[config.mk]
export PLATFORM = sky130hd
export DESIGN_NAME = vtpy_cordic_stage
export DESIGN_NICKNAME = d
export VERILOG_FILES = /design/src/rtl/vector_to_pitch_yaw_core_defines.svh /design/src/rtl/vtpy_pkg.sv /design/src/rtl/vtpy_cordic_stage.sv
export SDC_FILE = /design/constraint.sdc
export NUM_CORES = 1
export LEC_CHECK = 0
export BUFFER_PORTS_ARGS = -buffer_cell sky130_fd_sc_hd__buf_2
export CORE_MARGIN = 3
export CORE_UTILIZATION = 57
export DETAILED_ROUTE_END_ITERATION = 10
export PLACE_DENSITY = 0.83
export SLEW_MARGIN = 30
export SYNTH_ARGS = -nofsm -noshare
export SYNTH_HDL_FRONTEND = slang
export SYNTH_SLANG_ARGS = --single-unit
export TNS_END_PERCENT = 100
[constraint.sdc]
create_clock -name clk -period 4.9 [get_ports clk]
set_input_delay 0.735 -clock clk [delete_from_list [all_inputs] [get_ports clk]]
set_output_delay 0.735 -clock clk [all_outputs]
set_load 0.02 [all_outputs]
[src/rtl/vector_to_pitch_yaw_core_defines.svh]
// Assertion macros used by the vector-to-angles RTL.
`ifndef VECTOR_TO_PITCH_YAW_CORE_DEFINES_SVH
`define VECTOR_TO_PITCH_YAW_CORE_DEFINES_SVH

// Same-cycle implication, disabled while in reset
`define VTPY_ASSERT_IMPL(lbl, clk, rst_n, ante, cons) \
  lbl: assert property (@(posedge clk) disable iff (!(rst_n)) (ante) |-> (cons)) \
    else $error("vtpy: same-cycle check failed");

// Next-cycle implication, disabled while in reset
`define VTPY_ASSERT_NEXT(lbl, clk, rst_n, ante, cons) \
  lbl: assert property (@(posedge clk) disable iff (!(rst_n)) (ante) |=> (cons)) \
    else $error("vtpy: next-cycle check failed");

`endif

[src/rtl/vtpy_pkg.sv]
// Shared types, widths and constants of the vector-to-angles pipeline.
package vtpy_pkg;

  // Component width and fixed-point layout
  localparam int COMP_BITS = 16;
  localparam int GUARD     = 24;
  localparam int ANG_FRAC  = 20;
  localparam int ANG_W     = 31;
  localparam int DATA_W    = COMP_BITS + GUARD + 4;
  localparam int SQ_W      = 2 * COMP_BITS;
  localparam int ZP_W      = COMP_BITS + 32;
  localparam int DEG_W     = ANG_W - ANG_FRAC;
  localparam int OUT_W     = 9;
  localparam int TAB_LEN   = 24;

  // CORDIC gain in Q30, applied to z before the pitch pass
  localparam logic [31:0] K_Q30     = 32'd1768195363;
  localparam int          KQ_SHIFT  = 30 - GUARD;

  // atan(2^-i) in degrees, Q(ANG_FRAC), rounded
  localparam int ATAN_TAB [0:TAB_LEN-1] = '{
    47185920, 27855475, 14718068, 7471121, 3750058, 1876857, 938658, 469357,
    234682, 117342, 58671, 29335, 14668, 7334, 3667, 1833,
    917, 458, 229, 115, 57, 29, 14, 7
  };

  localparam logic signed [ANG_W-1:0] ANG_180 = ANG_W'(180 * (1 << ANG_FRAC));

  // Whole-degree results
  localparam logic [OUT_W-1:0] DEG_0   = 9'd0;
  localparam logic [OUT_W-1:0] DEG_45  = 9'd45;
  localparam logic [OUT_W-1:0] DEG_90  = 9'd90;
  localparam logic [OUT_W-1:0] DEG_135 = 9'd135;
  localparam logic [OUT_W-1:0] DEG_180 = 9'd180;
  localparam logic [OUT_W-1:0] DEG_225 = 9'd225;
  localparam logic [OUT_W-1:0] DEG_270 = 9'd270;
  localparam logic [OUT_W-1:0] DEG_315 = 9'd315;
  localparam logic [OUT_W-1:0] DEG_360 = 9'd360;

  typedef struct packed {
    logic signed [COMP_BITS-1:0] comp_x;
    logic signed [COMP_BITS-1:0] comp_y;
    logic signed [COMP_BITS-1:0] comp_z;
  } in_item_t;

  typedef struct packed {
    logic [OUT_W-1:0] pitch;
    logic [OUT_W-1:0] yaw;
  } out_item_t;

  // Exact-angle cases, carried alongside the CORDIC data
  typedef struct packed {
    logic xy_zero;
    logic x_zero;
    logic y_zero;
    logic x_pos;
    logic y_pos;
    logic ax_eq_ay;
    logic z_pos;
    logic z_zero;
    logic zh_eq;
  } vtpy_flags_t;

  // Sideband through the yaw pass
  typedef struct packed {
    vtpy_flags_t                flags;
    logic signed [DATA_W-1:0]   zk;
  } vtpy_side1_t;

  // Sideband through the pitch pass
  typedef struct packed {
    vtpy_flags_t                flags;
    logic signed [ANG_W-1:0]    yaw_ang;
  } vtpy_side2_t;

  localparam int SIDE1_W = $bits(vtpy_side1_t);
  localparam int SIDE2_W = $bits(vtpy_side2_t);

endpackage

[src/rtl/vtpy_cordic_stage.sv]
// One registered CORDIC vectoring iteration with a pass-through sideband.
module vtpy_cordic_stage import vtpy_pkg::*; #(
  parameter int STAGE  = 0,
  parameter int SIDE_W = 1
) (
  input  logic                     clk,
  input  logic                     rst_n,
  input  logic                     en,
  input  logic                     valid_in,
  input  logic signed [DATA_W-1:0] x_in,
  input  logic signed [DATA_W-1:0] y_in,
  input  logic signed [ANG_W-1:0]  ang_in,
  input  logic [SIDE_W-1:0]        side_in,
  output logic                     valid_out,
  output logic signed [DATA_W-1:0] x_out,
  output logic signed [DATA_W-1:0] y_out,
  output logic signed [ANG_W-1:0]  ang_out,
  output logic [SIDE_W-1:0]        side_out
);

  localparam logic signed [ANG_W-1:0] STEP_ANG = ANG_W'(ATAN_TAB[STAGE]);

  logic                     y_nonneg;
  logic signed [DATA_W-1:0] dx, dy;
  logic signed [DATA_W-1:0] x_nxt, y_nxt;
  logic signed [ANG_W-1:0]  ang_nxt;

  logic                     valid_r;
  logic signed [DATA_W-1:0] x_r, y_r;
  logic signed [ANG_W-1:0]  ang_r;
  logic [SIDE_W-1:0]        side_r;

  // Rotate toward the x axis; shifts floor toward minus infinity
  always_comb begin
    y_nonneg = !y_in[DATA_W-1];
    dx       = y_in >>> STAGE;
    dy       = x_in >>> STAGE;
    if (y_nonneg) begin
      x_nxt   = x_in + dx;
      y_nxt   = y_in - dy;
      ang_nxt = ang_in + STEP_ANG;
    end else begin
      x_nxt   = x_in - dx;
      y_nxt   = y_in + dy;
      ang_nxt = ang_in - STEP_ANG;
    end
  end

  always_ff @(posedge clk) begin
    if (!rst_n) begin
      valid_r <= 1'b0;
    end else if (en) begin
      valid_r <= valid_in;
    end
  end

  always_ff @(posedge clk) begin
    if (en) begin
      x_r    <= x_nxt;
      y_r    <= y_nxt;
      ang_r  <= ang_nxt;
      side_r <= side_in;
    end
  end

  assign valid_out = valid_r;
  assign x_out     = x_r;
  assign y_out     = y_r;
  assign ang_out   = ang_r;
  assign side_out  = side_r;

endmodule

==> results.txt <==
Net load switching power - 1.73 mW
Leading area contributor after synthesis - edfxtp_1
DRT antenna net count - 0
Setup_tns - 0 ns
Core Box Area - 20300 um^2
DR iter-0 viols - 1415
Mean Syn Cell Area - 8.43 um^2
Fin crit period - 4.03 ns
Worst min path class - in2reg
Number of remaining DRC errors - 0
VDD IR max - 220 uV
Vias in the first global route - 11200
Largest net degree at the start of global routing - 80
Die width - 150 um
Synth Cell Area - 11800 um^2
GRT Overall Usage - 35.4%
Crit end category - register
Static leakage - 6.15 nW
Most common cell in the synthesized netlist - a21oi_1
HPWL Detailed - 32300 um
Max_slew headroom - 38.2%
Tcrit/Tclk final - 82.2%
Crit start category - input pin
R2R Setup Slk - 4.30 ns
WP data arrival - 4.19 ns
DR vias - 12000
Asr flop ratio synth - 0%
Die Y - 150 um
Clk slew on worst S/H paths - 0.07 ns
Synth top area share - 30.2%
Main synth FF type - edfxtp_1
Slowest cell on crit path - or4_1
Sequential power share - 32.2%
Storage element area - 3590 um^2
Number of synthesized flops with an enable pin - 119
Max Fclk - 248 MHz
Gate power share - 38.4%
CTS Sinks - 120
Worst-Margin Slew - 0.926 ns
Crit Path Class - in2reg
Clock power share - 29.4%
Worst Path Max Fanout - 14
Area growth syn-to-layout - 17.7%
Clk_skew - 0 ns
RSZ-0062 raised after global routing - false
Fin. Hold Viols - 0
WL final - 40900 um
Vias per cell - 6.28
Worst r2r src - valid_out
Port Buffers - 244
Ant diodes - 0
Status - finished clean
Initial core utilization - 58.3%
Seq cells post-synth - 120
Post-CTS resize count - 0
Fill cell count - 1706
Clock root buffer - clkbuf_16
Number of post-CTS setup repair buffers - 0
Hold EP - ang_out[7]
Pins Over Slew Limit - 0
Synth top cells by count - 197 x a21oi_1, 138 x ha_1, 131 x nor2_1
Crit path required time - 5.06 ns
XOR/XNOR Fraction of Synth Area - 6.66%
Drt pass-1 iters - 8
Gp weighted congestion - 1.02
Routed len/inst - 21.4 um
Compound-Gate Fraction of Synth Area - 26.0%
CTS Buf Count - 17
Multi-input logic area - 7510 um^2
Initial antenna violation count - 0
Synth Area in Simple Gates - 13.2%
Synth area leaders - edfxtp_1 30%, ha_1 15%, a21oi_1 8.3%
I/O pin cnt - 245
R2R cell count - 2
Reg2reg end - valid_out
Main combinational cell family by area after synthesis - compound AO/OA/AOI/OAI gates
Critical path's top delay family - compound AO/OA/AOI/OAI gates
WP buf/inv - 2
Distinct cell type count after synthesis - 69
Post-synthesis sequential area ratio - 30.3%
Crit-path cells - buf_2, inv_1, ha_1, or4_1, or4b_1, a21oi_1, nor3_1, a2111o_1, a31o_2, o21ai_2, a221o_2, a2bb2oi_1, xor2_1
First-pass GRT wire length - 61900 um
Layout cells sized above 1 - 19.3%
Hold_sp - ang_in[7]
MaxCap Viol Count - 0
Post-Synth Adder-Cell Area - 15.3%
Layout net count - 1899
Maximum buffer depth of the clock tree - 2
H-tree depth - 4
Sw Share - 40.1%
Die area - 22500 um^2
Mapped Cells - 1405
Cell Int Power - 2.59 mW
Final setup viols - 0
Post-route core utilization - 68.7%
Mux contribution to synthesized area - 2.21%
Hold-fix buffers, CTS - 0
Grt ovf - 0
Clk_lat worst skew - 0.43 ns
CP peak stage delay - 0.61 ns
WHS Path Cells - 1
Syn Nets - 1671
Power density of the placed cells - 310 nW/um^2
Ys Warns - 0
TritonCTS clock tree - yes
Num rows - 52
## cell families after synthesis
family,count (synthesis)
xor gates and xnor gates,90
adders and majority gates,142
DFF,120
buffers and inverters,197
AOI/OAI and AO/OA,494
and+or+nand+nor,336
muxes,26
## flip-flops by register name, summed over array words and instances, names as in the netlist
signal and cells:
side_out 1, valid_out 1, ang_out 31, x_out 44
y_out 43
## power by group through the flow
stage	sequential, mW	combinational, mW	clock [mW]
after CTS	1.39	1.62	1.27
after global routing	1.40	1.78	1.32
final	1.39	1.66	1.27
after floorplan	1.61	0.842	0
after detailed placement	1.41	1.61	0
after global placement	1.41	1.59	0
## routing by layer
layer / global-route usage, % / vias up / part of all wire (%)
met5: 0 / - / 0
met4: 12.5 / 0 / 3.8
met3: 5.39 / 111 / 9.6
met2: 56.2 / 711 / 45
met1: 49.3 / 5690 / 42
li1: - / 5525 / -
## worst max-delay path by stage
stage,from,to,cells past startpoint
2_1_floorplan,x_in[11],y_out[41],12
6_report,x_in[9],y_out[41],13
5_1_grt,x_in[9],y_out[41],13
4_1_cts,x_in[9],y_out[41],13
3_5_place_dp,x_in[9],y_out[41],13
3_3_place_gp,x_in[9],y_out[41],13
## worst register-to-register path: cells and delay by family (launching register included)
family / cells / cell delay (ns)
flip-flops: 1 / 0.31
multiplexers: 1 / 0.12
AND/OR/NAND/NOR: 1 / 0.07
## cell type report
cell class / instances / share of cell area (%)
multi-input cells: 1088 / 53.9
inverters: 139 / 3.74
clock inverters: 15 / 1.07
clock buffers: 17 / 3.05
repair buffers: 267 / 10.0
well taps: 270 / 2.42
flip-flops and latches: 120 / 25.8
## placed cells by master (no fill, tap or decap), types with 28 or more instances in the layout
cell type / netlist / final
nor2_1: 131 / 131
xnor2_1: 84 / 84
ha_1: 138 / 138
inv_1: 128 / 128
buf_2: 3 / 242
a21oi_1: 197 / 197
nor3_1: 28 / 28
o21ai_0: 96 / 96
edfxtp_1: 119 / 119
nand2_1: 68 / 68
o21bai_1: 37 / 37
## stage by stage
step	instance area, um^2	hold WS [ns]	setup WS, ns	power [mW]	cells
6_report	13900	0.477	0.873	4.32	1916
5_1_grt	13900	0.470	0.733	4.50	1916
4_1_cts	13900	0.473	0.907	4.29	1916
3_5_place_dp	13400	0.530	0.482	3.02	1884
3_3_place_gp	13400	0.501	0.592	3.00	1884
2_1_floorplan	11800	0.589	1.04	2.45	1405
No activity file was read; power rests on OpenSTA's default activity.
