===== config.mk =====
export PLATFORM = sky130hd
export DESIGN_NAME = vtpy_prep
export DESIGN_NICKNAME = d
export VERILOG_FILES = /design/src/rtl/vector_to_pitch_yaw_core_defines.svh /design/src/rtl/vtpy_pkg.sv /design/src/rtl/vtpy_prep.sv
export SDC_FILE = /design/constraint.sdc
export NUM_CORES = 2
export LEC_CHECK = 0
export ABC_CLOCK_PERIOD_IN_PS = 14970
export BUFFER_PORTS_ARGS = -buffer_cell sky130_fd_sc_hd__buf_2
export CELL_PAD_IN_SITES_DETAIL_PLACEMENT = 0
export CELL_PAD_IN_SITES_GLOBAL_PLACEMENT = 2
export CORE_ASPECT_RATIO = 1.1
export CORE_MARGIN = 4
export CORE_UTILIZATION = 45
export CTS_CLUSTER_DIAMETER = 50
export CTS_CLUSTER_SIZE = 40
export DETAILED_ROUTE_END_ITERATION = 12
export PLACE_DENSITY_LB_ADDON = 0.1
export SLEW_MARGIN = 20
export SYNTH_ARGS = -nofsm -noshare
export SYNTH_HDL_FRONTEND = slang
export SYNTH_SLANG_ARGS = --single-unit

===== constraint.sdc =====
create_clock -name clk -period 14.97 [get_ports clk]
set_clock_uncertainty 0.05 [all_clocks]
set_input_delay 0.7485 -clock clk [delete_from_list [all_inputs] [get_ports clk]]
set_output_delay 0.7485 -clock clk [all_outputs]
set_load 0.02 [all_outputs]

===== src/rtl/vector_to_pitch_yaw_core_defines.svh =====
// Assertion macros used by the vector-to-angles RTL.
`ifndef VECTOR_TO_PITCH_YAW_CORE_DEFINES_SVH
`define VECTOR_TO_PITCH_YAW_CORE_DEFINES_SVH

// Same-cycle implication, disabled while in reset
`define VTPY_ASSERT_IMPL(lbl, clk, rst_n, ante, cons) \
  lbl: assert property (@(posedge clk) disable iff (!(rst_n)) (ante) |-> (cons)) \
    else $error("vtpy: same-cycle check failed");

// Next-cycle implication, disabled while in reset
`define VTPY_ASSERT_NEXT(lbl, clk, rst_n, ante, cons) \
  lbl: assert property (@(posedge clk) disable iff (!(rst_n)) (ante) |=> (cons)) \
    else $error("vtpy: next-cycle check failed");

`endif


===== src/rtl/vtpy_pkg.sv =====
// Shared types, widths and constants of the vector-to-angles pipeline.
package vtpy_pkg;

  // Component width and fixed-point layout
  localparam int COMP_BITS = 16;
  localparam int GUARD     = 24;
  localparam int ANG_FRAC  = 20;
  localparam int ANG_W     = 31;
  localparam int DATA_W    = COMP_BITS + GUARD + 4;
  localparam int SQ_W      = 2 * COMP_BITS;
  localparam int ZP_W      = COMP_BITS + 32;
  localparam int DEG_W     = ANG_W - ANG_FRAC;
  localparam int OUT_W     = 9;
  localparam int TAB_LEN   = 24;

  // CORDIC gain in Q30, applied to z before the pitch pass
  localparam logic [31:0] K_Q30     = 32'd1768195363;
  localparam int          KQ_SHIFT  = 30 - GUARD;

  // atan(2^-i) in degrees, Q(ANG_FRAC), rounded
  localparam int ATAN_TAB [0:TAB_LEN-1] = '{
    47185920, 27855475, 14718068, 7471121, 3750058, 1876857, 938658, 469357,
    234682, 117342, 58671, 29335, 14668, 7334, 3667, 1833,
    917, 458, 229, 115, 57, 29, 14, 7
  };

  localparam logic signed [ANG_W-1:0] ANG_180 = ANG_W'(180 * (1 << ANG_FRAC));

  // Whole-degree results
  localparam logic [OUT_W-1:0] DEG_0   = 9'd0;
  localparam logic [OUT_W-1:0] DEG_45  = 9'd45;
  localparam logic [OUT_W-1:0] DEG_90  = 9'd90;
  localparam logic [OUT_W-1:0] DEG_135 = 9'd135;
  localparam logic [OUT_W-1:0] DEG_180 = 9'd180;
  localparam logic [OUT_W-1:0] DEG_225 = 9'd225;
  localparam logic [OUT_W-1:0] DEG_270 = 9'd270;
  localparam logic [OUT_W-1:0] DEG_315 = 9'd315;
  localparam logic [OUT_W-1:0] DEG_360 = 9'd360;

  typedef struct packed {
    logic signed [COMP_BITS-1:0] comp_x;
    logic signed [COMP_BITS-1:0] comp_y;
    logic signed [COMP_BITS-1:0] comp_z;
  } in_item_t;

  typedef struct packed {
    logic [OUT_W-1:0] pitch;
    logic [OUT_W-1:0] yaw;
  } out_item_t;

  // Exact-angle cases, carried alongside the CORDIC data
  typedef struct packed {
    logic xy_zero;
    logic x_zero;
    logic y_zero;
    logic x_pos;
    logic y_pos;
    logic ax_eq_ay;
    logic z_pos;
    logic z_zero;
    logic zh_eq;
  } vtpy_flags_t;

  // Sideband through the yaw pass
  typedef struct packed {
    vtpy_flags_t                flags;
    logic signed [DATA_W-1:0]   zk;
  } vtpy_side1_t;

  // Sideband through the pitch pass
  typedef struct packed {
    vtpy_flags_t                flags;
    logic signed [ANG_W-1:0]    yaw_ang;
  } vtpy_side2_t;

  localparam int SIDE1_W = $bits(vtpy_side1_t);
  localparam int SIDE2_W = $bits(vtpy_side2_t);

endpackage


===== src/rtl/vtpy_prep.sv =====
// Front end: magnitudes, squares, gain product, exact-case flags, CORDIC start values.
module vtpy_prep import vtpy_pkg::*; (
  input  logic                     clk,
  input  logic                     rst_n,
  input  logic                     en,
  input  logic                     src_valid,
  input  in_item_t                 src_data,
  output logic                     valid_out,
  output logic signed [DATA_W-1:0] x_out,
  output logic signed [DATA_W-1:0] y_out,
  output logic signed [ANG_W-1:0]  ang_out,
  output vtpy_side1_t              side_out
);

  logic signed [COMP_BITS-1:0] x_s, y_s, z_s;
  logic [COMP_BITS-1:0]        ax, ay, az;
  logic                        x_neg;
  logic signed [DATA_W-1:0]    x_sh, y_sh;

  // First level next values
  vtpy_flags_t                 fl1_nxt;
  logic signed [DATA_W-1:0]    x1_nxt, y1_nxt;
  logic signed [ANG_W-1:0]     ang1_nxt;
  logic [SQ_W-1:0]             axsq1_nxt, aysq1_nxt, azsq1_nxt;
  logic signed [ZP_W-1:0]      zp1_nxt;

  // First level registers
  logic                        v1_r;
  vtpy_flags_t                 fl1_r;
  logic signed [DATA_W-1:0]    x1_r, y1_r;
  logic signed [ANG_W-1:0]     ang1_r;
  logic [SQ_W-1:0]             axsq1_r, aysq1_r, azsq1_r;
  logic signed [ZP_W-1:0]      zp1_r;

  // Second level
  logic [SQ_W:0]               h2;
  vtpy_flags_t                 fl2_nxt;
  logic signed [DATA_W-1:0]    zk2_nxt;
  logic                        v2_r;
  vtpy_flags_t                 fl2_r;
  logic signed [DATA_W-1:0]    x2_r, y2_r, zk2_r;
  logic signed [ANG_W-1:0]     ang2_r;

  assign x_s = src_data.comp_x;
  assign y_s = src_data.comp_y;
  assign z_s = src_data.comp_z;

  // Magnitudes; the most negative value maps to 2^(COMP_BITS-1)
  always_comb begin
    ax = x_s[COMP_BITS-1] ? $unsigned(-x_s) : $unsigned(x_s);
    ay = y_s[COMP_BITS-1] ? $unsigned(-y_s) : $unsigned(y_s);
    az = z_s[COMP_BITS-1] ? $unsigned(-z_s) : $unsigned(z_s);
  end

  // Flags, folded start vector and start angle
  always_comb begin
    x_neg            = x_s[COMP_BITS-1];
    fl1_nxt.x_zero   = (x_s == '0);
    fl1_nxt.y_zero   = (y_s == '0);
    fl1_nxt.xy_zero  = (x_s == '0) && (y_s == '0);
    fl1_nxt.x_pos    = !x_s[COMP_BITS-1] && (x_s != '0);
    fl1_nxt.y_pos    = !y_s[COMP_BITS-1] && (y_s != '0);
    fl1_nxt.ax_eq_ay = (ax == ay);
    fl1_nxt.z_pos    = !z_s[COMP_BITS-1] && (z_s != '0);
    fl1_nxt.z_zero   = (z_s == '0);
    fl1_nxt.zh_eq    = 1'b0;

    x_sh   = DATA_W'(x_s) <<< GUARD;
    y_sh   = DATA_W'(y_s) <<< GUARD;
    x1_nxt = x_neg ? -x_sh : x_sh;
    y1_nxt = x_neg ? -y_sh : y_sh;

    // Left half-plane: rotate by 180 and start the angle there
    if (x_neg) begin
      ang1_nxt = fl1_nxt.y_pos ? ANG_180 : -ANG_180;
    end else begin
      ang1_nxt = '0;
    end

    axsq1_nxt = SQ_W'(ax) * SQ_W'(ax);
    aysq1_nxt = SQ_W'(ay) * SQ_W'(ay);
    azsq1_nxt = SQ_W'(az) * SQ_W'(az);
    zp1_nxt   = ZP_W'(z_s) * ZP_W'($signed(K_Q30));
  end

  always_ff @(posedge clk) begin
    if (!rst_n) begin
      v1_r <= 1'b0;
      v2_r <= 1'b0;
    end else if (en) begin
      v1_r <= src_valid;
      v2_r <= v1_r;
    end
  end

  always_ff @(posedge clk) begin
    if (en) begin
      fl1_r   <= fl1_nxt;
      x1_r    <= x1_nxt;
      y1_r    <= y1_nxt;
      ang1_r  <= ang1_nxt;
      axsq1_r <= axsq1_nxt;
      aysq1_r <= aysq1_nxt;
      azsq1_r <= azsq1_nxt;
      zp1_r   <= zp1_nxt;
    end
  end

  // z^2 against x^2 + y^2, and z scaled by the gain
  always_comb begin
    h2            = {1'b0, axsq1_r} + {1'b0, aysq1_r};
    fl2_nxt       = fl1_r;
    fl2_nxt.zh_eq = (h2 == {1'b0, azsq1_r});
    zk2_nxt       = DATA_W'(zp1_r >>> KQ_SHIFT);
  end

  always_ff @(posedge clk) begin
    if (en) begin
      fl2_r  <= fl2_nxt;
      x2_r   <= x1_r;
      y2_r   <= y1_r;
      ang2_r <= ang1_r;
      zk2_r  <= zk2_nxt;
    end
  end

  assign valid_out      = v2_r;
  assign x_out          = x2_r;
  assign y_out          = y2_r;
  assign ang_out        = ang2_r;
  assign side_out.flags = fl2_r;
  assign side_out.zk    = zk2_r;

endmodule


==> metrics <==
worst min-delay path category=primary input to flop; EDFF count, synth=278; Nets=5330; met3 Use GR=2.34%; Max-Cap Viols=0; # resized after CTS=0; antenna violations before repair=1; flops & latches, synth=280; Fin. Hold Viols=0; root buf cell=clkbuf_16; clock latency on the worst-skew pair=0.60 ns; # DRC=0; instance area at placement=42200 um2; post-CTS setup buffers=0; Die Span Y=321 um; Cells after Synth=3953; CP Class=primary input to flop; Async SR Flop Fraction=0%; number of global-route vias before repair=28800; Worst slew margin=30.6%; Starting Density=45.5%; most used cell, CP=fa_1; Final Critical Period=9.38 ns; RSZ-0062 raised after global routing=no; layout cell share with drive strength beyond 1=7.66%; global route overflow=0; Post-Synthesis Cell Area=40200 um2; post-route setup TNS=0 ns; CP max FO=17; Critical Path Source Type=primary input; largest net degree at the start of global routing=147; Synth warnings=0; largest area contributor in the netlist=fa_1; fmax=0.107 GHz; GP Congestion=0.904; total number of vias=26200; Worst Max-Slew Pin Slew=1.03 ns; CP endpoint kind=flop; # IOs=225; core area=88300 um2; depth of the CTS H-tree=2; outcome=finished clean; commonest cells after routing, fill and taps aside=inv_1, fa_1, ha_1; CP max stage cell=fa_1; grt peak-use layer=met2; # diodes=0; commonest non-fill, non-tap cell in the layout=inv_1; Largest stage delay, worst path=0.59 ns; Cell variety after synth=90; CTS Hold Bufs=0; placed instance count=5251; grt met1 use=27.6%; Avg Cell Area, Syn=10.2 um2; Routed Antenna Nets=0; clk slew on worst S/H paths=0.07 ns; Die ar.=94200 um2; top post-synthesis cells by area=fa_1, edfxtp_1, ha_1, inv_1, xnor2_1; Final setup violation count=0; sequential fraction of the synthesis area=20.9%; gr usage total=21.8%; period utilization=62.6%; Layout Cells excl Fill=5324; Synth top area share=30.6%; Layout area overhead=8.37%; clock tree buffer depth=3; cts bufs inserted=40; final wirelength=99200 um; routing usage on met2=39.6%; Final Max Slew Viols=0; average wire per standard cell=18.6 um; fin area=43600 um2; Crit path required time=15.26 ns; Site Rows=114; IO Port Bufs=154; Die X=293 um; Iter 0 DRT Violations=1171; post-DP HPWL=83300 um; CTS tree=yes; First-pass DRT Iterations=5; worst hold slack=0.335 ns; CP arrival=9.67 ns; first-pass GRT wire length=161000 um; clk sinks=280; top_reg_cell synth=edfxtp_1; DR vias/cell=4.93
synthesized netlist by cell type, types with 6 or more instances:
cell	instances
nand2b_1	23
a31oi_1	11
xnor2_1	177
nand4_1	24
fa_1	614
edfxtp_1	278
clkinv_1	13
nand3_1	27
xor2_1	63
o21bai_1	20
or3_1	17
clkbuf_1	43
nor2b_1	32
inv_1	906
o21ai_1	20
nand2_1	295
inv_2	16
o31ai_1	6
a21oi_1	110
nor3_1	43
a211oi_1	13
and2_1	29
nor4_1	8
and3_1	12
o21a_1	29
ha_1	531
o21ai_0	50
a21o_1	62
buf_4	79
nor2_1	284
state kept, by name, summed over array words and instances, names as in the netlist:
name and cells:
ang1_r 3, ang_out 3, axsq1_r 30, aysq1_r 30
azsq1_r 31, fl1_r 8, side_out 9, v1_r 1
valid_out 1, x1_r 20, x_out 20, y1_r 20
y_out 20, zk2_r 42, zp1_r 42
layout make-up:
class,count,area [um2]
tap,1160,1450
clock buffer,43,1010
clock inverter,30,337
timing repair buffer,193,1090
fill,8409,44700
multi-input combinational,2683,27800
sequential,280,8390
inverter,935,3510
through the flow:
step	worst slack, ns	utilization [%]
6_report	5.59	49.3
4_1_cts	5.61	49.3
5_1_grt	5.05	49.3
3_3_place_gp	5.13	47.8
2_1_floorplan	6.17	-
3_5_place_dp	4.99	47.8
metal layers:
metal	up-vias	part of all wire, %	wire, um
li1	12700	-	-
met1	12900	42	41700
met2	517	51	50500
met3	130	3.9	3850
met4	2	3.2	3200
met5	-	0.013	13
worst max-delay path: cells and delay by family:
| kind | cells | cell delay, ns |
|---|---|---|
| fa+ha+maj | 8 | 3.87 |
| simple gates | 9 | 2.02 |
| compound gates | 9 | 1.54 |
| buf+inv | 6 | 0.85 |
| xor+xnor | 2 | 0.61 |
cell families (layout without fill, tap and decap cells):
family          after synthesis  in the layout  synth area share (%)
compound gates              389            389                  6.51
xor+xnor                    245            245                  5.46
fa+ha+maj                  1145           1145                  47.1
buf+inv                    1065           1201                  10.8
flops                       280            280                  20.9
mux                           5              5                 0.159
other cells                   1             76               0.00933
simple gates                823            823                  9.11
path summary, 6_finish.rpt:
| path | cells past startpoint | end | start | slack (ns) |
|---|---|---|---|---|
| worst max-delay path | 34 | aysq1_r[30] | src_data[16] | 5.59 |
| worst max register to register | 11 | side_out[44] | aysq1_r[31] | 10.68 |
| worst min register to register | 0 | y_out[25] | y1_r[25] | 0.35 |
| worst min-delay path | 2 | valid_out | rst_n | 0.33 |
Power is left out: the tool's default activity adds up to more than one toggle a clock period on the data nets, which glitch-free logic cannot reach.
