`config.mk`:
```
export PLATFORM = sky130hd
export DESIGN_NAME = vtpy_out
export DESIGN_NICKNAME = d
export VERILOG_FILES = /design/src/rtl/vtpy_pkg.sv /design/src/rtl/vtpy_out.sv
export VERILOG_INCLUDE_DIRS = /design/src /design/src/rtl
export SDC_FILE = /design/constraint.sdc
export NUM_CORES = 1
export LEC_CHECK = 0
export ABC_AREA = 1
export BUFFER_PORTS_ARGS = -buffer_cell sky130_fd_sc_hd__buf_2
export CAP_MARGIN = 0
export CELL_PAD_IN_SITES_DETAIL_PLACEMENT = 1
export CELL_PAD_IN_SITES_GLOBAL_PLACEMENT = 2
export CORE_ASPECT_RATIO = 1.75
export CORE_MARGIN = 4
export CORE_UTILIZATION = 30
export DETAILED_ROUTE_END_ITERATION = 7
export PLACE_DENSITY = 0.84
export SETUP_SLACK_MARGIN = 0.2
export SYNTH_ARGS = -nofsm -noshare
export SYNTH_HDL_FRONTEND = slang
export SYNTH_SLANG_ARGS = --single-unit
```
`constraint.sdc`:
```
create_clock -name clk -period 3.8 [get_ports clk]
set_input_delay 0.19 -clock clk [delete_from_list [all_inputs] [get_ports clk]]
set_output_delay 0.19 -clock clk [all_outputs]
set_load 0.01 [all_outputs]
```
`src/rtl/vector_to_pitch_yaw_core_defines.svh`:
```
// Assertion macros used by the vector-to-angles RTL.
`ifndef VECTOR_TO_PITCH_YAW_CORE_DEFINES_SVH
`define VECTOR_TO_PITCH_YAW_CORE_DEFINES_SVH

// Same-cycle implication, disabled while in reset
`define VTPY_ASSERT_IMPL(lbl, clk, rst_n, ante, cons) \
  lbl: assert property (@(posedge clk) disable iff (!(rst_n)) (ante) |-> (cons)) \
    else $error("vtpy: same-cycle check failed");

// Next-cycle implication, disabled while in reset
`define VTPY_ASSERT_NEXT(lbl, clk, rst_n, ante, cons) \
  lbl: assert property (@(posedge clk) disable iff (!(rst_n)) (ante) |=> (cons)) \
    else $error("vtpy: next-cycle check failed");

`endif

```
`src/rtl/vtpy_pkg.sv`:
```
// Shared types, widths and constants of the vector-to-angles pipeline.
package vtpy_pkg;

  // Component width and fixed-point layout
  localparam int COMP_BITS = 16;
  localparam int GUARD     = 24;
  localparam int ANG_FRAC  = 20;
  localparam int ANG_W     = 31;
  localparam int DATA_W    = COMP_BITS + GUARD + 4;
  localparam int SQ_W      = 2 * COMP_BITS;
  localparam int ZP_W      = COMP_BITS + 32;
  localparam int DEG_W     = ANG_W - ANG_FRAC;
  localparam int OUT_W     = 9;
  localparam int TAB_LEN   = 24;

  // CORDIC gain in Q30, applied to z before the pitch pass
  localparam logic [31:0] K_Q30     = 32'd1768195363;
  localparam int          KQ_SHIFT  = 30 - GUARD;

  // atan(2^-i) in degrees, Q(ANG_FRAC), rounded
  localparam int ATAN_TAB [0:TAB_LEN-1] = '{
    47185920, 27855475, 14718068, 7471121, 3750058, 1876857, 938658, 469357,
    234682, 117342, 58671, 29335, 14668, 7334, 3667, 1833,
    917, 458, 229, 115, 57, 29, 14, 7
  };

  localparam logic signed [ANG_W-1:0] ANG_180 = ANG_W'(180 * (1 << ANG_FRAC));

  // Whole-degree results
  localparam logic [OUT_W-1:0] DEG_0   = 9'd0;
  localparam logic [OUT_W-1:0] DEG_45  = 9'd45;
  localparam logic [OUT_W-1:0] DEG_90  = 9'd90;
  localparam logic [OUT_W-1:0] DEG_135 = 9'd135;
  localparam logic [OUT_W-1:0] DEG_180 = 9'd180;
  localparam logic [OUT_W-1:0] DEG_225 = 9'd225;
  localparam logic [OUT_W-1:0] DEG_270 = 9'd270;
  localparam logic [OUT_W-1:0] DEG_315 = 9'd315;
  localparam logic [OUT_W-1:0] DEG_360 = 9'd360;

  typedef struct packed {
    logic signed [COMP_BITS-1:0] comp_x;
    logic signed [COMP_BITS-1:0] comp_y;
    logic signed [COMP_BITS-1:0] comp_z;
  } in_item_t;

  typedef struct packed {
    logic [OUT_W-1:0] pitch;
    logic [OUT_W-1:0] yaw;
  } out_item_t;

  // Exact-angle cases, carried alongside the CORDIC data
  typedef struct packed {
    logic xy_zero;
    logic x_zero;
    logic y_zero;
    logic x_pos;
    logic y_pos;
    logic ax_eq_ay;
    logic z_pos;
    logic z_zero;
    logic zh_eq;
  } vtpy_flags_t;

  // Sideband through the yaw pass
  typedef struct packed {
    vtpy_flags_t                flags;
    logic signed [DATA_W-1:0]   zk;
  } vtpy_side1_t;

  // Sideband through the pitch pass
  typedef struct packed {
    vtpy_flags_t                flags;
    logic signed [ANG_W-1:0]    yaw_ang;
  } vtpy_side2_t;

  localparam int SIDE1_W = $bits(vtpy_side1_t);
  localparam int SIDE2_W = $bits(vtpy_side2_t);

endpackage

```
`src/rtl/vtpy_out.sv`:
```
// Back end: degree conversion, exact-angle overrides, output register and skid entry.
`include "vector_to_pitch_yaw_core_defines.svh"

module vtpy_out import vtpy_pkg::*; (
  input  logic                    clk,
  input  logic                    rst_n,
  input  logic                    res_valid,
  input  logic signed [ANG_W-1:0] res_pitch_ang,
  input  vtpy_side2_t             res_side,
  output logic                    pipe_en,
  output logic                    out_valid,
  input  logic                    out_ready,
  output out_item_t               out_data
);

  // Truncate toward zero to whole degrees, wrap negatives into 0..359
  function automatic logic [OUT_W-1:0] to_deg(input logic signed [ANG_W-1:0] a);
    logic [ANG_W-1:0] mag;
    logic [DEG_W-1:0] q;
    logic [DEG_W-1:0] d;
    mag = a[ANG_W-1] ? $unsigned(-a) : $unsigned(a);
    q   = mag[ANG_W-1:ANG_FRAC];
    if (a[ANG_W-1] && (q != '0)) begin
      d = DEG_W'(DEG_360) - q;
    end else begin
      d = q;
    end
    return d[OUT_W-1:0];
  endfunction

  vtpy_flags_t fl;
  out_item_t   res;

  out_item_t   out_r, out_nxt;
  logic        out_v_r, out_v_nxt;
  out_item_t   skid_r, skid_nxt;
  logic        skid_v_r, skid_v_nxt;

  logic        park_chk;
  logic        range_ok;

  // Result fields with exact whole-degree cases substituted
  always_comb begin
    fl = res_side.flags;

    if (fl.xy_zero) begin
      res.yaw = DEG_0;
    end else if (fl.y_zero) begin
      res.yaw = fl.x_pos ? DEG_0 : DEG_180;
    end else if (fl.x_zero) begin
      res.yaw = fl.y_pos ? DEG_90 : DEG_270;
    end else if (fl.ax_eq_ay) begin
      if (fl.x_pos) begin
        res.yaw = fl.y_pos ? DEG_45 : DEG_315;
      end else begin
        res.yaw = fl.y_pos ? DEG_135 : DEG_225;
      end
    end else begin
      res.yaw = to_deg(res_side.yaw_ang);
    end

    if (fl.xy_zero) begin
      res.pitch = fl.z_pos ? DEG_90 : DEG_270;
    end else if (fl.z_zero) begin
      res.pitch = DEG_0;
    end else if (fl.zh_eq) begin
      res.pitch = fl.z_pos ? DEG_45 : DEG_315;
    end else begin
      res.pitch = to_deg(res_pitch_ang);
    end
  end

  // Output register plus one skid entry; the pipeline moves while the skid is empty
  always_comb begin
    out_nxt    = out_r;
    out_v_nxt  = out_v_r;
    skid_nxt   = skid_r;
    skid_v_nxt = skid_v_r;
    if (skid_v_r) begin
      if (out_ready) begin
        out_nxt    = skid_r;
        skid_v_nxt = 1'b0;
      end
    end else if (res_valid) begin
      if (!out_v_r || out_ready) begin
        out_nxt   = res;
        out_v_nxt = 1'b1;
      end else begin
        skid_nxt   = res;
        skid_v_nxt = 1'b1;
      end
    end else if (out_ready) begin
      out_v_nxt = 1'b0;
    end
  end

  always_ff @(posedge clk) begin
    if (!rst_n) begin
      out_v_r  <= 1'b0;
      skid_v_r <= 1'b0;
    end else begin
      out_v_r  <= out_v_nxt;
      skid_v_r <= skid_v_nxt;
    end
  end

  always_ff @(posedge clk) begin
    out_r  <= out_nxt;
    skid_r <= skid_nxt;
  end

  assign pipe_en   = !skid_v_r;
  assign out_valid = out_v_r;
  assign out_data  = out_r;

  // Check operands
  assign park_chk = !skid_v_r && res_valid && out_v_r && !out_ready;
  assign range_ok = (out_r.pitch < DEG_360) && (out_r.yaw < DEG_360);

  // A parked item always sits behind a shown one
  `VTPY_ASSERT_IMPL(a_skid_behind_out, clk, rst_n, skid_v_r, out_v_r)
  // A new item arriving at a blocked output goes to the skid entry
  `VTPY_ASSERT_NEXT(a_stall_parks, clk, rst_n, park_chk, skid_v_r)
  // Both angles stay in whole-degree range
  `VTPY_ASSERT_IMPL(a_deg_range, clk, rst_n, out_v_r, range_ok)

endmodule

```
==> report_table.html, run 1 <==
<table>
<tr><th>Metric</th><th>Value</th></tr>
<tr><th colspan="2">Routing</th></tr>
<tr><td>Vias per inst</td><td>4.92</td></tr>
<tr><td>Wire length reported by the detailed router</td><td>12200 um</td></tr>
<tr><td>Detailed Routing Iterations Pass 1</td><td>4</td></tr>
<tr><td>Post-DRT Antenna Nets</td><td>0</td></tr>
<tr><td>Routed vias</td><td>3940</td></tr>
<tr><td>Routed WL per cell</td><td>15.2 um</td></tr>
<tr><td>Iteration-0 DRC Markers</td><td>127</td></tr>
<tr><td>DRC violation count after routing</td><td>0</td></tr>
<tr><th colspan="2">GRT</th></tr>
<tr><td>Global routing usage on met3</td><td>2.47%</td></tr>
<tr><td>First-pass GRT wire length</td><td>19700 um</td></tr>
<tr><td>Most Crowded Layer GR</td><td>met2</td></tr>
<tr><td>Met2 track demand over resource in global routing</td><td>40.2%</td></tr>
<tr><td>Remaining global-route overflow</td><td>0</td></tr>
<tr><td>Number of global-route vias before repair</td><td>4273</td></tr>
<tr><td>Met1 demand-to-capacity share in global routing</td><td>15.5%</td></tr>
<tr><td>Total Routing Usage GR</td><td>18.0%</td></tr>
<tr><td>Maximum number of pins on one net before global-route repair</td><td>23</td></tr>
<tr><td>Antenna violations before repair</td><td>0</td></tr>
<tr><th colspan="2">Clock network</th></tr>
<tr><td>Num Clock Sinks</td><td>38</td></tr>
<tr><td>Clock transition at path regs</td><td>0.06 ns</td></tr>
<tr><td>Cell at the root of the clock tree</td><td>sky130_fd_sc_hd__clkbuf_16</td></tr>
<tr><td>Clock Tree Buf Depth</td><td>2</td></tr>
<tr><td>Post CTS Setup Buffer Count</td><td>0</td></tr>
<tr><td>Post-cts resize count</td><td>0</td></tr>
<tr><td>CTS HTree Levels</td><td>2</td></tr>
<tr><td>Total clock buffers created by CTS</td><td>5</td></tr>
<tr><td>Clock latency at the later pin of the worst-skew pair</td><td>0.28 ns</td></tr>
<tr><td>Number of hold buffers added after CTS</td><td>0</td></tr>
<tr><td>TritonCTS clock tree</td><td>done</td></tr>
<tr><th colspan="2">Cells and area</th></tr>
<tr><td>Final design utilization</td><td>37.3%</td></tr>
<tr><td>Fill cells</td><td>1601</td></tr>
<tr><td>Share of layout cells above drive strength 1</td><td>20.7%</td></tr>
<tr><td>Area of all placed cells without fillers</td><td>4320 um^2</td></tr>
<tr><td>Area growth from synthesis to final layout</td><td>22.2%</td></tr>
<tr><td>Count of inserted antenna diode cells</td><td>0</td></tr>
<tr><td>Final nets</td><td>745</td></tr>
<tr><th colspan="2">Setup path</th></tr>
<tr><td>CP arrival</td><td>2.71 ns</td></tr>
<tr><td>Setup Crit Path Kind</td><td>in2reg</td></tr>
<tr><td>Number of cell instances on the worst register-to-register path</td><td>3</td></tr>
<tr><td>Kind of cell with the highest combined delay on the critical path</td><td>simple AND/OR/NAND/NOR gates</td></tr>
<tr><td>Type of element launching the critical path</td><td>input pin</td></tr>
<tr><td>List of cells traversed by the critical path</td><td>buf_2, nor2_1, nand3_1, nor2_2, nand3b_1, nand2_1, xor2_1, ha_1, nand3_1, nor2_1, nand2_1, o21ai_2, nand2_1, nand2_1, nand2_1, nand2_1, nand2_1, nand2_1, nand2_1</td></tr>
<tr><td>Worst reg2reg endpoint</td><td>out_data[5]</td></tr>
<tr><td>CP max stage delay</td><td>0.33 ns</td></tr>
<tr><td>Slowest-stage cell, CP</td><td>sky130_fd_sc_hd__xor2_1</td></tr>
<tr><td>Biggest fanout along the worst timing path</td><td>6</td></tr>
<tr><td>Register-to-register setup slack</td><td>1.58 ns</td></tr>
<tr><td>Nature of the critical path endpoint</td><td>register</td></tr>
<tr><td>CP bufs+invs</td><td>1</td></tr>
<tr><td>Required time of the worst setup path</td><td>3.83 ns</td></tr>
<tr><td>Reg-to-Reg Start</td><td>skid_v_r</td></tr>
<tr><td>Cell type with the highest occurrence count on the critical path</td><td>sky130_fd_sc_hd__nand2_1</td></tr>
<tr><th colspan="2">Placement</th></tr>
<tr><td>DP Wirelength</td><td>10400 um</td></tr>
<tr><td>Placed Instance Area</td><td>4130 um^2</td></tr>
<tr><td>Final weighted congestion in routability-driven placement</td><td>0.845</td></tr>
<tr><td>Number of I/O port buffers</td><td>94</td></tr>
<tr><td>Worst setup timing slack at the placement stage</td><td>0.782 ns</td></tr>
<tr><th colspan="2">Floorplanning</th></tr>
<tr><td>Horiz. Die Dim</td><td>90.1 um</td></tr>
<tr><td>Placement Rows</td><td>52</td></tr>
<tr><td>Area of the die</td><td>13700 um^2</td></tr>
<tr><td>Num ports</td><td>95</td></tr>
<tr><td>Initial Utilization</td><td>30.6%</td></tr>
<tr><td>Core outline area</td><td>11600 um^2</td></tr>
<tr><td>Die H</td><td>152 um</td></tr>
<tr><th colspan="2">Pwr</th></tr>
<tr><td>Total Power Consumption</td><td>1.38 mW</td></tr>
<tr><td>Worst vdd ir</td><td>0.173 mV</td></tr>
<tr><td>Leak Pwr</td><td>2.19 nW</td></tr>
<tr><td>Cell area power density</td><td>318 nW/um^2</td></tr>
<tr><th colspan="2">Hold path</th></tr>
<tr><td>Hold Crit Endpoint</td><td>out_valid</td></tr>
<tr><td>Worst hold start</td><td>rst_n</td></tr>
<tr><td>WHS Path Cells</td><td>3</td></tr>
<tr><td>Type of the tightest min-delay check</td><td>in2reg</td></tr>
<tr><th colspan="2">Timing</th></tr>
<tr><td>Slew margin rel.</td><td>50.5%</td></tr>
<tr><td>Setup violators final</td><td>0</td></tr>
<tr><td>Count of endpoints failing hold in the final timing report</td><td>0</td></tr>
<tr><td>Setup TNS</td><td>0 ns</td></tr>
<tr><td>Max-slew violation count</td><td>0</td></tr>
<tr><td>Worst clock skew on the final layout</td><td>0.00468 ns</td></tr>
<tr><td>FMAX</td><td>373 MHz</td></tr>
<tr><td>Final critical delay including setup and external delays</td><td>2.68 ns</td></tr>
<tr><td>Tightest Pin Transition</td><td>0.742 ns</td></tr>
<tr><td>Final period utilization</td><td>70.5%</td></tr>
<tr><td>Setup ws final</td><td>1.12 ns</td></tr>
<tr><td>Setup repair after global routing missed its margin</td><td>false</td></tr>
<tr><th colspan="2">Logic synthesis</th></tr>
<tr><td>Simple-gate area share of the yosys netlist</td><td>51.9%</td></tr>
<tr><td>Main combinational cell family by area after synthesis</td><td>simple AND/OR/NAND/NOR gates</td></tr>
<tr><td>Synthesis warning total</td><td>0</td></tr>
<tr><td>Top post-synthesis cells by area</td><td>sky130_fd_sc_hd__edfxtp_1 (31%), sky130_fd_sc_hd__nand2_1 (23%), sky130_fd_sc_hd__nand3_1 (10%)</td></tr>
<tr><td>Xor/xnor share of the synthesized area</td><td>0.990%</td></tr>
<tr><td>Adder-Cell Fraction of Synth Area</td><td>1.77%</td></tr>
<tr><td>Synth area leader</td><td>sky130_fd_sc_hd__edfxtp_1</td></tr>
<tr><td>Compound-cell area share of the yosys netlist</td><td>4.81%</td></tr>
<tr><td>Post-Syn Instances</td><td>572</td></tr>
<tr><td>Share of Yosys cell area claimed by the top area cell type</td><td>30.6%</td></tr>
<tr><td>Synthesized netlist net count</td><td>652</td></tr>
<tr><td>Synth cell types</td><td>41</td></tr>
<tr><td>Number of flip-flops and latches in the synthesized netlist</td><td>38</td></tr>
<tr><td>Proportion of synthesized area in mux cells</td><td>0%</td></tr>
<tr><td>Area of the mapped netlist</td><td>3540 um^2</td></tr>
<tr><td>Mean Syn Cell Area</td><td>6.19 um^2</td></tr>
<tr><td>Sequential element share of the synthesized area</td><td>31.7%</td></tr>
<tr><th colspan="2">Flow run</th></tr>
<tr><td>Maxcap violations</td><td>0</td></tr>
<tr><th colspan="2">Run status</th></tr>
<tr><td>Result of the run</td><td>complete, no violations</td></tr>
</table>
==> kinds of logic after synthesis <==
kind of cell,Yosys count
flip-flops,38
buffers and inverters,76
XOR/XNOR,4
AO/OA/AOI/OAI,29
AND/OR/NAND/NOR,420
adder cells (fa/ha/maj),5
==> cell usage after synthesis, drive strengths merged <==
cell    number
o221ai       1
nand2      231
dfxtp        2
o211ai       1
nor3         6
or2          2
a21oi       10
nand4        6
buf          7
xor2         3
nand3b       3
a21boi       1
o21a         1
and2         1
o31ai        1
o21ai       12
inv         65
a31oi        2
nand3       75
clkbuf       3
ha           5
edfxtp      36
clkinv       1
xnor2        1
nor2        96
==> registers in the layout, summed over array words and instances (netlist names) <==
register / flops
skid_r: 18
out_valid: 1
out_data: 18
skid_v_r: 1
==> final cells by class <==
type / instances / area (um^2) / share of cell area, %
inverters: 66 / 255 / 5.90
clock buffers: 5 / 125 / 2.89
well taps: 135 / 169 / 3.91
flip-flops and latches: 38 / 1120 / 25.9
multi-input cells: 458 / 2100 / 48.7
clock inverters: 3 / 63.8 / 1.48
repair buffers: 96 / 485 / 11.2
==> placed cells by master (no fill, tap or decap), drive strengths merged, types with 2 or more instances in the layout <==
cell type / netlist / layout
a21oi: 10 / 10
a31oi: 2 / 2
buf: 7 / 96
bufinv: 0 / 2
clkbuf: 3 / 5
clkinv: 1 / 2
dfxtp: 2 / 2
edfxtp: 36 / 36
ha: 5 / 5
inv: 65 / 65
nand2: 231 / 231
nand3: 75 / 75
nand3b: 3 / 3
nand4: 6 / 6
nor2: 96 / 96
nor3: 6 / 6
o21ai: 12 / 12
or2: 2 / 2
xor2: 3 / 3
==> per-layer routing <==
| layer | vias up | routed length, um |
|---|---|---|
| met5 | - | 0 |
| met4 | 0 | 362 |
| met3 | 20 | 430 |
| met2 | 80 | 7290 |
| met1 | 1830 | 4100 |
| li1 | 2010 | - |
==> worst max path at each step <==
stage	startpoint	end	slack, ns	cells after the start
floorplan	skid_v_r	out_data[0]	1.49	3
global placement	res_pitch_ang[7]	out_data[13]	0.83	19
detailed placement	res_pitch_ang[7]	out_data[13]	0.78	19
CTS	res_pitch_ang[7]	out_data[13]	1.06	19
global route	res_pitch_ang[18]	out_data[13]	0.70	19
finish	res_pitch_ang[7]	out_data[17]	1.12	19
==> tightest hold or removal path: stages <==
cell,delay [ns]
sky130_fd_sc_hd__buf_2,0.09
sky130_fd_sc_hd__nand2_1,0.05
sky130_fd_sc_hd__inv_1,0.05
==> per-stage QoR <==
step                std cells  hold WS [ns]
global placement          793         0.394
floorplan                 572         0.288
detailed placement        793         0.422
finish                    801         0.134
CTS                       801         0.131
global route              801         0.149
==> where the power goes <==
| group | internal (mW) | switching [mW] |
|---|---|---|
| clock network | 0.374 | 0.162 |
| registers | 0.489 | 0.00898 |
| logic | 0.117 | 0.225 |
No activity file was read; power rests on OpenSTA's default activity.
==> inputs of run 2 (changes only) <==
--- a/config.mk
+++ b/config.mk
@@ -6,16 +6,16 @@
 export SDC_FILE = /design/constraint.sdc
 export NUM_CORES = 1
 export LEC_CHECK = 0
-export ABC_AREA = 1
+export ABC_AREA = 0
 export BUFFER_PORTS_ARGS = -buffer_cell sky130_fd_sc_hd__buf_2
 export CAP_MARGIN = 0
 export CELL_PAD_IN_SITES_DETAIL_PLACEMENT = 1
 export CELL_PAD_IN_SITES_GLOBAL_PLACEMENT = 2
 export CORE_ASPECT_RATIO = 1.75
 export CORE_MARGIN = 4
-export CORE_UTILIZATION = 30
+export CORE_UTILIZATION = 31
 export DETAILED_ROUTE_END_ITERATION = 7
-export PLACE_DENSITY = 0.84
+export PLACE_DENSITY = 0.79
 export SETUP_SLACK_MARGIN = 0.2
 export SYNTH_ARGS = -nofsm -noshare
 export SYNTH_HDL_FRONTEND = slang
==> constraint.sdc (replaced) <==
create_clock -name clk -period 2.6 [get_ports clk]
set_input_delay 0.13 -clock clk [delete_from_list [all_inputs] [get_ports clk]]
set_output_delay 0.13 -clock clk [all_outputs]
set_load 0.01 [all_outputs]
==> run 2 against run 1 <==
The run now ends with setup timing left; routed wire length up 7.8%; sequential share of layout area shrank 5.1 points; clock-buffer cell count did not move; highest routed layer unchanged.
==> report_table.html, run 2 <==
<table>
<tr><th>Metric</th><th>Value</th></tr>
<tr><th colspan="2">Timing</th></tr>
<tr><td>Max-slew violation count</td><td>0</td></tr>
<tr><td>FMAX</td><td>306 MHz</td></tr>
<tr><td>Setup repair after global routing missed its margin</td><td>true</td></tr>
<tr><td>Tightest Pin Transition</td><td>0.538 ns</td></tr>
<tr><td>Setup ws final</td><td>-0.672 ns</td></tr>
<tr><td>Count of endpoints failing hold in the final timing report</td><td>0</td></tr>
<tr><td>Final period utilization</td><td>126%</td></tr>
<tr><td>Final critical delay including setup and external delays</td><td>3.27 ns</td></tr>
<tr><td>Worst clock skew on the final layout</td><td>0.00383 ns</td></tr>
<tr><td>Slew margin rel.</td><td>63.9%</td></tr>
<tr><td>Setup violators final</td><td>30</td></tr>
<tr><th colspan="2">Setup path</th></tr>
<tr><td>Nature of the critical path endpoint</td><td>register</td></tr>
<tr><td>Reg-to-Reg Start</td><td>skid_v_r</td></tr>
<tr><td>CP arrival</td><td>3.31 ns</td></tr>
<tr><td>Number of cell instances on the worst register-to-register path</td><td>4</td></tr>
<tr><td>Slowest-stage cell, CP</td><td>sky130_fd_sc_hd__nor4_4</td></tr>
<tr><td>Biggest fanout along the worst timing path</td><td>4</td></tr>
<tr><td>CP max stage delay</td><td>0.28 ns</td></tr>
<tr><td>List of cells traversed by the critical path</td><td>buf_6, nor4_4, nand3_2, nand3b_1, buf_6, nand2_4, xnor2_2, inv_1, ha_4, buf_4, buf_6, o21ai_2, nand4_1, o2111ai_1, nand4b_1, nand2b_1, and4_1, mux2_2, o221a_2</td></tr>
<tr><td>Required time of the worst setup path</td><td>2.64 ns</td></tr>
<tr><td>Cell type with the highest occurrence count on the critical path</td><td>sky130_fd_sc_hd__buf_6</td></tr>
<tr><td>Setup Crit Path Kind</td><td>in2reg</td></tr>
<tr><td>Type of element launching the critical path</td><td>input pin</td></tr>
<tr><td>Worst reg2reg endpoint</td><td>out_data[15]</td></tr>
<tr><td>Register-to-register setup slack</td><td>0.95 ns</td></tr>
<tr><th colspan="2">GRT</th></tr>
<tr><td>First-pass GRT wire length</td><td>20000 um</td></tr>
<tr><td>Remaining global-route overflow</td><td>0</td></tr>
<tr><td>Total Routing Usage GR</td><td>20.6%</td></tr>
<tr><td>Antenna violations before repair</td><td>0</td></tr>
<tr><td>Number of global-route vias before repair</td><td>4142</td></tr>
<tr><td>Maximum number of pins on one net before global-route repair</td><td>22</td></tr>
<tr><th colspan="2">Hold path</th></tr>
<tr><td>Worst hold start</td><td>rst_n</td></tr>
<tr><td>WHS Path Cells</td><td>2</td></tr>
<tr><td>Hold Crit Endpoint</td><td>skid_v_r</td></tr>
<tr><td>Type of the tightest min-delay check</td><td>in2reg</td></tr>
<tr><th colspan="2">Logic synthesis</th></tr>
<tr><td>Synthesis warning total</td><td>0</td></tr>
<tr><td>Most frequent cells after synthesis</td><td>sky130_fd_sc_hd__edfxtp_1 (36), sky130_fd_sc_hd__nor2_1 (36), sky130_fd_sc_hd__nand2_1 (34), sky130_fd_sc_hd__o21ai_0 (23), sky130_fd_sc_hd__a21oi_1 (19)</td></tr>
<tr><td>Mean Syn Cell Area</td><td>8.63 um^2</td></tr>
<tr><td>Ys flop type</td><td>sky130_fd_sc_hd__edfxtp_1</td></tr>
<tr><td>Synth cell types</td><td>64</td></tr>
<tr><td>Top post-synthesis cells by area</td><td>sky130_fd_sc_hd__edfxtp_1 (33%), sky130_fd_sc_hd__nor2_1 (4.1%), sky130_fd_sc_hd__nand2_1 (3.9%)</td></tr>
<tr><td>Number of synthesized flops with an enable pin</td><td>36</td></tr>
<tr><td>Sequential element share of the synthesized area</td><td>34.1%</td></tr>
<tr><td>Post-Syn Instances</td><td>381</td></tr>
<tr><td>Synthesized netlist net count</td><td>461</td></tr>
<tr><td>Share of Yosys cell area claimed by the top area cell type</td><td>32.9%</td></tr>
<tr><td>Synth area leader</td><td>sky130_fd_sc_hd__edfxtp_1</td></tr>
<tr><td>Number of flip-flops and latches in the synthesized netlist</td><td>38</td></tr>
<tr><td>Area of the mapped netlist</td><td>3290 um^2</td></tr>
<tr><td>Share of async-settable or async-resettable flops after synthesis</td><td>0%</td></tr>
<tr><th colspan="2">Cells and area</th></tr>
<tr><td>Commonest cells after routing, fill and taps aside</td><td>sky130_fd_sc_hd__buf_2 (87), sky130_fd_sc_hd__buf_4 (86), sky130_fd_sc_hd__edfxtp_1 (36), sky130_fd_sc_hd__nor2_1 (31), sky130_fd_sc_hd__nand2_1 (30)</td></tr>
<tr><td>Fill cells</td><td>1210</td></tr>
<tr><td>Final design utilization</td><td>52.1%</td></tr>
<tr><td>Most frequent standard cell in the layout excluding fill and tap cells</td><td>sky130_fd_sc_hd__buf_2</td></tr>
<tr><td>Area growth from synthesis to final layout</td><td>63.3%</td></tr>
<tr><td>Count of inserted antenna diode cells</td><td>0</td></tr>
<tr><td>Final nets</td><td>643</td></tr>
<tr><td>Share of layout cells above drive strength 1</td><td>52.8%</td></tr>
<tr><th colspan="2">Clock network</th></tr>
<tr><td>TritonCTS clock tree</td><td>done</td></tr>
<tr><td>Clock Tree Buf Depth</td><td>2</td></tr>
<tr><td>Total clock buffers created by CTS</td><td>5</td></tr>
<tr><td>Clock latency at the later pin of the worst-skew pair</td><td>0.28 ns</td></tr>
<tr><td>Num Clock Sinks</td><td>38</td></tr>
<tr><td>Cell at the root of the clock tree</td><td>sky130_fd_sc_hd__clkbuf_16</td></tr>
<tr><td>CTS HTree Levels</td><td>2</td></tr>
<tr><td>Number of hold buffers added after CTS</td><td>0</td></tr>
<tr><td>Clock transition at path regs</td><td>0.06 ns</td></tr>
<tr><th colspan="2">Pwr</th></tr>
<tr><td>Worst vdd ir</td><td>0.293 mV</td></tr>
<tr><td>Part of the total power dissipated in sequential elements</td><td>35.7%</td></tr>
<tr><td>Internal power of the cells</td><td>1.41 mW</td></tr>
<tr><td>Combinational share of power</td><td>35.3%</td></tr>
<tr><td>Leak Pwr</td><td>2.23 nW</td></tr>
<tr><td>Sw Pwr</td><td>0.620 mW</td></tr>
<tr><td>Clock network fraction of design power</td><td>29.0%</td></tr>
<tr><td>Total Power Consumption</td><td>2.03 mW</td></tr>
<tr><td>Sw Ratio</td><td>30.5%</td></tr>
<tr><td>Cell area power density</td><td>378 nW/um^2</td></tr>
<tr><th colspan="2">Routing</th></tr>
<tr><td>DRC violation count after routing</td><td>0</td></tr>
<tr><td>Routed WL per cell</td><td>19.0 um</td></tr>
<tr><td>Post-DRT Antenna Nets</td><td>0</td></tr>
<tr><td>Wire length reported by the detailed router</td><td>13100 um</td></tr>
<tr><td>Vias per inst</td><td>5.49</td></tr>
<tr><td>Detailed Routing Iterations Pass 1</td><td>4</td></tr>
<tr><td>Iteration-0 DRC Markers</td><td>107</td></tr>
<tr><td>Routed vias</td><td>3792</td></tr>
<tr><th colspan="2">Placement</th></tr>
<tr><td>DP Wirelength</td><td>9700 um</td></tr>
<tr><td>Number of I/O port buffers</td><td>94</td></tr>
<tr><td>Final weighted congestion in routability-driven placement</td><td>0.888</td></tr>
<tr><td>Worst setup timing slack at the placement stage</td><td>-1.04 ns</td></tr>
<tr><th colspan="2">Floorplanning</th></tr>
<tr><td>Placement Rows</td><td>49</td></tr>
<tr><td>Initial Utilization</td><td>31.9%</td></tr>
<tr><td>Num ports</td><td>95</td></tr>
<tr><td>Die H</td><td>144 um</td></tr>
<tr><td>Horiz. Die Dim</td><td>85.9 um</td></tr>
<tr><td>Core outline area</td><td>10300 um^2</td></tr>
<tr><td>Area of the die</td><td>12400 um^2</td></tr>
<tr><th colspan="2">Run status</th></tr>
<tr><td>Failing checks</td><td>setup timing</td></tr>
<tr><td>Result of the run</td><td>finished with violations</td></tr>
<tr><th colspan="2">Flow run</th></tr>
<tr><td>Maxcap violations</td><td>0</td></tr>
</table>
-- run 2: routing by layer --
| layer | part of all wire, % | routed length, um | vias up | global-route usage, % |
|---|---|---|---|---|
| met2 | 60 | 7890 | 101 | 42.5 |
| met3 | 3.5 | 464 | 35 | 2.45 |
| met1 | 32 | 4160 | 1860 | 18.7 |
| li1 | - | - | 1796 | - |
| met5 | 0 | 0 | - | 0 |
| met4 | 4.7 | 612 | 0 | 10.6 |
-- run 2: critical path: cells and delay by family --
kind / cells / cell delay [ns]
and+or+nand+nor: 8 / 1.35
xor gates and xnor gates: 1 / 0.12
AOI/OAI and AO/OA: 3 / 0.59
muxes: 1 / 0.28
adders and majority gates: 1 / 0.18
buffers and inverters: 5 / 0.63
-- run 2: final cells by class --
class / instances / area, um^2 / share of cell area, %
Sequential cell: 38 / 1120 / 20.9
Timing Repair Buffer: 195 / 1330 / 24.7
Clock inverter: 3 / 16.3 / 0.303
Multi-Input combinational cell: 305 / 2550 / 47.5
Clock buffer: 5 / 125 / 2.33
Inverter: 18 / 67.6 / 1.26
Tap cell: 127 / 159 / 2.96
-- run 2: logic make-up (layout without fill, tap and decap cells) --
group	count (synthesis)	count (layout)	share of synthesized area, %
xor+xnor	23	23	6.12
simple gates	156	156	24.4
buf+inv	38	221	5.82
mux	21	21	6.77
fa+ha+maj	5	5	1.90
flops	38	38	34.1
compound gates	100	100	20.9
-- run 2: metrics by stage --
stage | cell area (um^2) | setup TNS [ns] | hold slack [ns] | instances
2_1_floorplan | 3400 | -9.46 | 0.248 | 381
3_3_place_gp | 4450 | -18.02 | 0.371 | 656
3_5_place_dp | 4450 | -19.98 | 0.364 | 656
4_1_cts | 5100 | -8.30 | 0.0686 | 681
5_1_grt | 5370 | -15.21 | 0.0674 | 691
6_report | 5370 | -10.89 | 0.0713 | 691
-- run 2: how the worst max path moves through the flow --
| stage | start | to | slack (ns) |
|---|---|---|---|
| after floorplan | res_side[4] | skid_r[8] | -0.85 |
| after global placement | res_side[4] | out_data[7] | -0.95 |
| after detailed placement | res_side[9] | skid_r[1] | -1.04 |
| after CTS | res_side[4] | skid_r[8] | -0.61 |
| after global routing | res_side[9] | skid_r[8] | -0.85 |
| final | res_side[9] | skid_r[8] | -0.67 |
-- run 2: timing repair --
action	in CTS	in global routing
resized for setup	77	33
pin swaps	42	34
setup endpoints to repair	32	32
setup buffers	17	10
hold endpoints to repair	0	0
-- run 2: power groups by stage --
stage / sequential, mW / clock (mW) / combinational (mW)
after CTS: 0.724 / 0.601 / 0.641
after global routing: 0.727 / 0.634 / 0.771
after floorplan: 0.750 / 0 / 0.269
after global placement: 0.735 / 0 / 0.528
final: 0.724 / 0.589 / 0.717
after detailed placement: 0.737 / 0 / 0.543
